**src/hw/rtl/rmq_pkg.sv**
```systemverilog
// Package for the rotation matrix to quaternion unit: widths, constants,
// stage payload types and the square root and division step functions.
// No dependencies.
package rmq_pkg;

  localparam int FRACTION_BITS = 14;
  localparam int IN_W          = 16;
  localparam int QW_W          = 15;
  localparam int Q_W           = 16;

  // Trace sum and its magnitude
  localparam int SUM_W  = IN_W + 4;
  localparam int ABS_W  = SUM_W - 1;
  localparam int DIAG_W = IN_W + 2;

  // Integer square root: 2*ROOT_W bit argument, one result bit per step
  localparam int ROOT_W      = 16;
  localparam int SQ_W        = 2 * ROOT_W;
  localparam int ROOT_STEPS  = ROOT_W;
  localparam int ROOT_STAGES = 4;
  localparam int ROOT_PER    = ROOT_STEPS / ROOT_STAGES;

  // Division: quotient bits 16..0, anything larger saturates
  localparam int DIFF_W     = IN_W + 1;
  localparam int DV_W       = QW_W + 2;
  localparam int QUO_W      = Q_W + 1;
  localparam int DIV_W      = DV_W + QUO_W;
  localparam int DIV_STEPS  = QUO_W;
  localparam int DIV_STAGES = 3;
  localparam int DIV_PER    = (DIV_STEPS + DIV_STAGES - 1) / DIV_STAGES;

  // Thresholds: 1000*w > 2^F and 10000*c > 2^F as integer minimums
  localparam int W_MIN    = (1 << FRACTION_BITS) / 1000 + 1;
  localparam int SIGN_MIN = (1 << FRACTION_BITS) / 10000 + 1;
  localparam int QPOS_MAX = 32767;
  localparam int QNEG_MAX = 32768;

  typedef struct packed {
    logic [SQ_W-1:0]   rem;
    logic [ROOT_W-1:0] root;
  } rmq_sq_t;

  typedef struct packed {
    logic signed [DIFF_W-1:0] dx;
    logic signed [DIFF_W-1:0] dy;
    logic signed [DIFF_W-1:0] dz;
    logic                     n01;
    logic                     n02;
    logic                     n12;
  } rmq_side_t;

  // lane 0: w, lanes 1..3: diagonal roots x, y, z
  typedef struct packed {
    rmq_sq_t [3:0] lane;
    rmq_side_t     side;
  } rmq_root_t;

  typedef struct packed {
    logic [DIV_W-1:0] rem;
    logic [QUO_W-1:0] quo;
    logic             neg;
    logic             ovf;
  } rmq_dl_t;

  typedef struct packed {
    rmq_dl_t [2:0]   lane;
    logic [DV_W-1:0] dv;
    logic [QW_W-1:0] qw;
    logic [QW_W-1:0] dgx;
    logic [QW_W-1:0] dgy;
    logic [QW_W-1:0] dgz;
    logic            divp;
    logic            n01;
    logic            n02;
    logic            n12;
  } rmq_div_t;

  // One bit of the floor square root, bit position i
  function automatic rmq_sq_t sq_step(rmq_sq_t s, int i);
    logic [SQ_W-1:0] cand;
    rmq_sq_t         r;
    cand = (SQ_W'(s.root) << (i + 1)) | (SQ_W'(1) << (2 * i));
    r = s;
    if (s.rem >= cand) begin
      r.rem  = s.rem - cand;
      r.root = s.root | (ROOT_W'(1) << i);
    end
    return r;
  endfunction

  // One restoring division step, quotient bit i
  function automatic rmq_dl_t div_step(rmq_dl_t l, logic [DV_W-1:0] dv, int i);
    logic [DIV_W-1:0] cand;
    rmq_dl_t          r;
    cand = DIV_W'(dv) << i;
    r = l;
    if (l.rem >= cand) begin
      r.rem = l.rem - cand;
      r.quo = l.quo | (QUO_W'(1) << i);
    end
    return r;
  endfunction

  // Signed saturation of a divided component
  function automatic logic signed [Q_W-1:0] sat_quo(rmq_dl_t l);
    logic signed [Q_W-1:0] r;
    if (!l.neg) begin
      if (l.ovf || l.quo > QUO_W'(QPOS_MAX)) r = Q_W'(QPOS_MAX);
      else r = Q_W'(l.quo);
    end else begin
      if (l.ovf || l.quo > QUO_W'(QNEG_MAX)) r = Q_W'(QNEG_MAX);
      else r = -Q_W'(l.quo);
    end
    return r;
  endfunction

  function automatic logic signed [Q_W-1:0] apply_sign(logic [QW_W-1:0] mag, logic neg);
    logic signed [Q_W-1:0] r;
    r = neg ? -$signed({1'b0, mag}) : $signed({1'b0, mag});
    return r;
  endfunction

endpackage

```
**src/hw/rtl/rmq_div_pipe.sv**
```systemverilog
// Three stage pipelined restoring divider, three lanes sharing one
// divisor, up to six quotient bits per stage. Depends on rmq_pkg.
module rmq_div_pipe (
  input  logic               clk,
  input  logic               rst,
  input  logic               in_valid,
  output logic               in_ready,
  input  rmq_pkg::rmq_div_t  in_data,
  output logic               out_valid,
  input  logic               out_ready,
  output rmq_pkg::rmq_div_t  out_data
);
  import rmq_pkg::*;

  logic [DIV_STAGES:0]   vsrc;
  logic [DIV_STAGES:0]   rdy;
  rmq_div_t              src [DIV_STAGES+1];
  rmq_div_t              nxt [DIV_STAGES];
  logic [DIV_STAGES-1:0] vld;
  rmq_div_t              dat [DIV_STAGES];

  assign vsrc[0]         = in_valid;
  assign src[0]          = in_data;
  assign rdy[DIV_STAGES] = out_ready;

  for (genvar s = 0; s < DIV_STAGES; s++) begin : g_stage
    assign vsrc[s+1] = vld[s];
    assign src[s+1]  = dat[s];
    assign rdy[s]    = ~vld[s] | rdy[s+1];

    // Quotient bits for this stage; the last stage has fewer
    always_comb begin
      nxt[s] = src[s];
      for (int j = 0; j < DIV_PER; j++) begin
        if (DIV_STEPS - 1 - s * DIV_PER - j >= 0) begin
          for (int l = 0; l < 3; l++) begin
            nxt[s].lane[l] = div_step(nxt[s].lane[l], src[s].dv,
                                      DIV_STEPS - 1 - s * DIV_PER - j);
          end
        end
      end
    end

    always_ff @(posedge clk) begin
      if (rst) begin
        vld[s] <= 1'b0;
      end else if (rdy[s]) begin
        vld[s] <= vsrc[s];
      end
    end

    always_ff @(posedge clk) begin
      if (rdy[s]) begin
        dat[s] <= nxt[s];
      end
    end
  end

  assign in_ready  = rdy[0];
  assign out_valid = vld[DIV_STAGES-1];
  assign out_data  = dat[DIV_STAGES-1];

endmodule

```
**config.mk**
```make
export PLATFORM = sky130hd
export DESIGN_NAME = rmq_div_pipe
export DESIGN_NICKNAME = d
export VERILOG_FILES = /design/src/hw/rtl/rmq_pkg.sv /design/src/hw/rtl/rmq_div_pipe.sv
export SDC_FILE = /design/constraint.sdc
export NUM_CORES = 2
export LEC_CHECK = 0
export ABC_AREA = 1
export BUFFER_PORTS_ARGS = -buffer_cell sky130_fd_sc_hd__buf_4
export CORE_MARGIN = 5
export CORE_UTILIZATION = 51
export DETAILED_ROUTE_END_ITERATION = 6
export PLACE_DENSITY = 0.69
export RECOVER_POWER = 50
export SYNTH_ARGS = -nofsm -noshare
export SYNTH_HDL_FRONTEND = slang
export SYNTH_SLANG_ARGS = --single-unit
```
**constraint.sdc**
```tcl
create_clock -name clk -period 22.6 [get_ports clk]
set_input_delay 3.39 -clock clk [delete_from_list [all_inputs] [get_ports clk]]
set_output_delay 3.39 -clock clk [all_outputs]
set_load 0.01 [all_outputs]
```
* Yosys cells after proc, flatten, opt, wreduce, memory -nomap -nowiden *
Memories as Yosys holds them, arrays and structs flattened.
Index checks and enable logic that the tools add are counted.

cells by class
  $add $sub $neg = 51
  order comparisons = 51
  muxes and demuxes = 57
  bitwise gates (word level) = 6

operator list
  operator          count
  $mux 51           51
  $ge 34x17->1      3
  $ge 34x18->1      3
  $ge 34x19->1      3
  $ge 34x20->1      3
  $ge 34x21->1      3
  $ge 34x22->1      3
  $ge 34x23->1      3
  $ge 34x24->1      3
  $ge 34x25->1      3
  $ge 34x26->1      3
  $ge 34x27->1      3
  $ge 34x28->1      3
  $ge 34x29->1      3
  $ge 34x30->1      3
  $ge 34x31->1      3
  $ge 34x32->1      3
  $ge 34x33->1      3
  $sub 34x17->34    3
  $sub 34x18->34    3
  $sub 34x19->34    3
  $sub 34x20->34    3
  $sub 34x21->34    3
  $sub 34x22->34    3
  other kinds (14)  45

storage, ports and cells
  register bits = 3
  bits in writable memories = 720
  output and inout bits = 242
  memories = 1

memory list
  memory  depth  bits a word  read ports  clocked after memory_dff  write ports  RTL line            text
  dat     3      240          3           0                         3            rmq_div_pipe.sv:20  rmq_div_t dat [DIV_STAGES];

* Logic depth before layout (Yosys ltp) *
  word-level depth = 12
  gate-level depth with buffers = 130

* Least setup slack after synthesis *
No wires, ideal clock.

  kind = input -> register
  start = in in_data[65] in the netlist's numbering
  end = mem dat[0][200] in the netlist's numbering (data pin)
  arrival time = 18.706 ns
  data required time = 22.341 ns
  setup slack = 3.634 ns
  stages = 111
  path through = inv_1 > fa_1 > nand3_1 > nand3_1 > a21oi_1 > o21bai_1 > nand2_1 > a21oi_2 > nand3_1 > nand2_1 > nand3_1 > nand2_1 > nand2_1 > nand2_2 > inv_1 > clkbuf_1 > clkbuf_1 > nand2_1 > [75 not listed] > o21ai_0 > a221oi_1 > o21ai_0 > nand3_1 > nand2_1 > nand3_1 > nand2_1 > nand3_1 > nand2_1 > a221o_1 > nand2_1 > nand2_1 > nor2_1 > inv_1 > nor2_1 > nand2_1 > buf_2 > or2_1

RTL lines
  element      RTL line            text
  from (decl)  rmq_div_pipe.sv:8   input rmq_pkg::rmq_div_t in_data,
  to (decl)    rmq_div_pipe.sv:20

==> flow_metrics.env <==
export IMPL_status="finished with violations"
export IMPL_violations="DRC, capacitance limit, slew limit"
export IMPL_clkLatencyLatePin_ns=0.77
export IMPL_setup_slack_ns=1.56
export IMPL_die_w_um=435
export IMPL_tightest_slew_ns=6.06
export IMPL_postSynthCellCount=13400
export IMPL_synthFlopType="edfxtp_1"
export IMPL_grt_pass1_vias=85800
export IMPL_routed_via_count=89000
export IMPL_fin_crit_sh_pct=93.1
export IMPL_drt_iter0_drc=5895
export IMPL_ys_ff_latch=723
export IMPL_clock_path_buffers=3
export IMPL_cts_tree="done"
export IMPL_dp_cells=15900
export IMPL_max_freq_mhz=47.5
export IMPL_crit_type="flop to flop"
export IMPL_instances_no_fill=16100
export IMPL_worst_ep_required_time_ns=23.09
export IMPL_synth_edf_count=720
export IMPL_root_buffer="clkbuf_16"
export IMPL_setup_tns_ns=0
export IMPL_synth_area_per_cell_sq_um=6.88
export IMPL_fin_skew_ns=0.0669
export IMPL_cts_sinks=723
export IMPL_relSlewSlack_pct=-307
export IMPL_syn_num_nets=14500
export IMPL_io_buffers=485
export IMPL_place_hpwl_um=240000
export IMPL_wl_um=293000
export IMPL_cts_clk_slew_worst_paths_ns=0.07
export IMPL_num_nets_final=14800
export IMPL_cp_end_kind="flop"
export IMPL_grt_max_degree=120
export IMPL_rsz0062_at_grt="false"
export IMPL_grt_pass1_wl_um=457000
export IMPL_post_route_min_period_ns=21.04
export IMPL_post_route_drc_count=1
export IMPL_rows=156
export IMPL_setup_viol=0
export IMPL_crit_path_max_incr_delay_ns=1.36
export IMPL_overflow=0
export IMPL_synth_seq_area_share_pct=23.5
export IMPL_firstDrtPassIters=7
export IMPL_wire_per_inst_um=18.2
export IMPL_dieArea_sq_um=189000
export IMPL_yosys_warnings=0
export IMPL_critical_path_arrival_ns=21.53
export IMPL_gp_congestion=0.997
export IMPL_antenna_found_initial=11
export IMPL_numCtsBuffers=83
export IMPL_track_usage_pct=29.7
export IMPL_die_h_um=435
export IMPL_post_place_ws_ns=0.689
export IMPL_hold_viol=0
export IMPL_initial_core_util_pct=51.1
export IMPL_reg2reg_slack_ns=1.56
export IMPL_syn_area_sq_um=92100
export IMPL_async_flop_share_pct=0
export IMPL_via_per_inst=5.54
export IMPL_core_sq_um=180000
export IMPL_ios=486
export IMPL_fillers=17700
export IMPL_cts_hold_buf=0
export IMPL_htree_num_levels=3
export IMPL_setup_worst_path_start_class="flop"
export IMPL_yosysUniqueCellTypes=83
export IMPL_slew_violations=305
export IMPL_drive_above_1_share_pct=8.19
export IMPL_hp_class="flop to flop"
export IMPL_cp_common_cell="nand2_1"
export IMPL_maxCapViolCount=7
export IMPL_drtAntennaViolNets=0
export IMPL_area_growth_synth_to_final_pct=6.75
export IMPL_worst_path_max_fanout=36
export IMPL_crit_slowest_cell="clkbuf_1"
[cell type report]
class / instances / area [sq um] / share of cell area (%)
multi-input combinational: 10500 / 60900 / 62.0
timing repair inverter: 2 / 10.0 / 0.0102
antenna: 3 / 7.51 / 0.00764
clock inverter: 60 / 661 / 0.672
timing repair buffer: 594 / 3500 / 3.56
inverter: 1700 / 6410 / 6.52
tap: 2370 / 2970 / 3.02
clock buffer: 93 / 2110 / 2.15
sequential: 723 / 21700 / 22.1
[cells in the mapped netlist, types with 11 or more instances]
| cell type | number | area, sq um |
|---|---|---|
| nand2_1 | 3444 | 12900 |
| inv_1 | 1615 | 6060 |
| nor2_1 | 994 | 3730 |
| o21ai_0 | 977 | 4890 |
| a21oi_1 | 922 | 4610 |
| ha_1 | 867 | 10800 |
| nand3_1 | 831 | 4160 |
| edfxtp_1 | 720 | 21600 |
| xor2_1 | 466 | 4080 |
| xnor2_1 | 405 | 3550 |
| nand4_1 | 305 | 1910 |
| buf_4 | 252 | 1890 |
| nand2_2 | 145 | 907 |
| nor3_1 | 121 | 606 |
| clkbuf_1 | 105 | 394 |
| or2_2 | 93 | 582 |
| nor2_2 | 87 | 544 |
| o21ai_1 | 85 | 425 |
| inv_2 | 76 | 285 |
| o21bai_1 | 76 | 571 |
| nand3_2 | 70 | 701 |
| nand3b_1 | 64 | 480 |
| nor4_1 | 57 | 357 |
| fa_1 | 51 | 1020 |
| nor2_4 | 45 | 507 |
| o211ai_1 | 44 | 330 |
| buf_2 | 38 | 190 |
| a31oi_1 | 36 | 225 |
| a21o_1 | 35 | 263 |
| o21ai_2 | 34 | 298 |
| nand2_4 | 33 | 372 |
| buf_6 | 32 | 360 |
| o21a_1 | 19 | 143 |
| or2_1 | 16 | 100 |
| a211oi_1 | 15 | 113 |
| o31ai_1 | 15 | 113 |
| a21boi_0 | 14 | 105 |
| a221o_1 | 12 | 120 |
| a21oi_2 | 11 | 96.3 |
[sequential cells by signal, indices dropped and copies added (netlist names)]
name / flops
vld: 2
out_valid: 1
dat: 720
[per-stage QoR]
step                      util [%]  hold slack (ns)  cell area, sq um
after global routing          54.6            0.402             98300
after detailed placement      53.5            0.405             96400
after CTS                     55.1            0.393             99200
after floorplan                  -            0.400             92100
after global placement        53.5            0.400             96400
final                         54.6            0.392             98300
[cell families after synthesis]
family          count (synthesis)  share of synthesized area [%]
compound gates               2349                           13.9
flops                         723                           23.5
simple gates                 6370                           31.0
buf+inv                      2147                           10.3
fa+ha+maj                     918                           12.9
xor+xnor                      872                           8.30
[cells in the final DEF, fill, tap and decap left out, drive strengths merged, types with 16 or more instances in the layout]
cell type and n:
nand2 3622, inv 1699, nor2 1129, o21ai 1100
a21oi 936, nand3 910, ha 867, edfxtp 720
clkbuf 468, xor2 466, xnor2 406, nand4 313
buf 219, nor3 130, or2 110, o21bai 76
nand3b 65, nor4 59, fa 51, o211ai 44
clkinv 42, a31oi 36, a21o 35, a21boi 24
o21a 19, clkinvlp 16
[metal layers]
metal	global-route usage, %	up-vias	routed length, um
met5	0	-	13
li1	-	45100	-
met3	3.49	692	14000
met1	35.5	40700	121000
met4	15.2	2	17300
met2	52.6	2538	140000
[worst paths after layout]
kind | cells past startpoint | to | start
worst max-delay path | 98 | dat[0][452]$_DFFE_PP_ | dat[0][64]$_DFFE_PP_
worst min-delay path | 0 | dat[0][677]$_DFFE_PP_ | dat[0][437]$_SDFFCE_PN1P_
worst max register to register | 98 | dat[0][452]$_DFFE_PP_ | dat[0][64]$_DFFE_PP_
worst min register to register | 0 | dat[0][677]$_DFFE_PP_ | dat[0][437]$_SDFFCE_PN1P_
[critical path, delay by kind of cell, from the launching register on]
| family | cells | cell delay [ns] |
|---|---|---|
| buffers and inverters | 14 | 4.37 |
| AND/OR/NAND/NOR | 56 | 7.15 |
| adder cells (fa/ha/maj) | 7 | 2.45 |
| AO/OA/AOI/OAI | 21 | 6.33 |
| flip-flops | 1 | 0.33 |
[timing repair]
| action | 4_1_cts | 5_1_grt |
|---|---|---|
| buffers inserted | 0 | 2 |
| resized for setup | 0 | 15 |
| setup endpoints to repair | 0 | 72 |
Power is not shown: default switching activity piles up to over one toggle a cycle in this logic, so the estimate is an artifact.
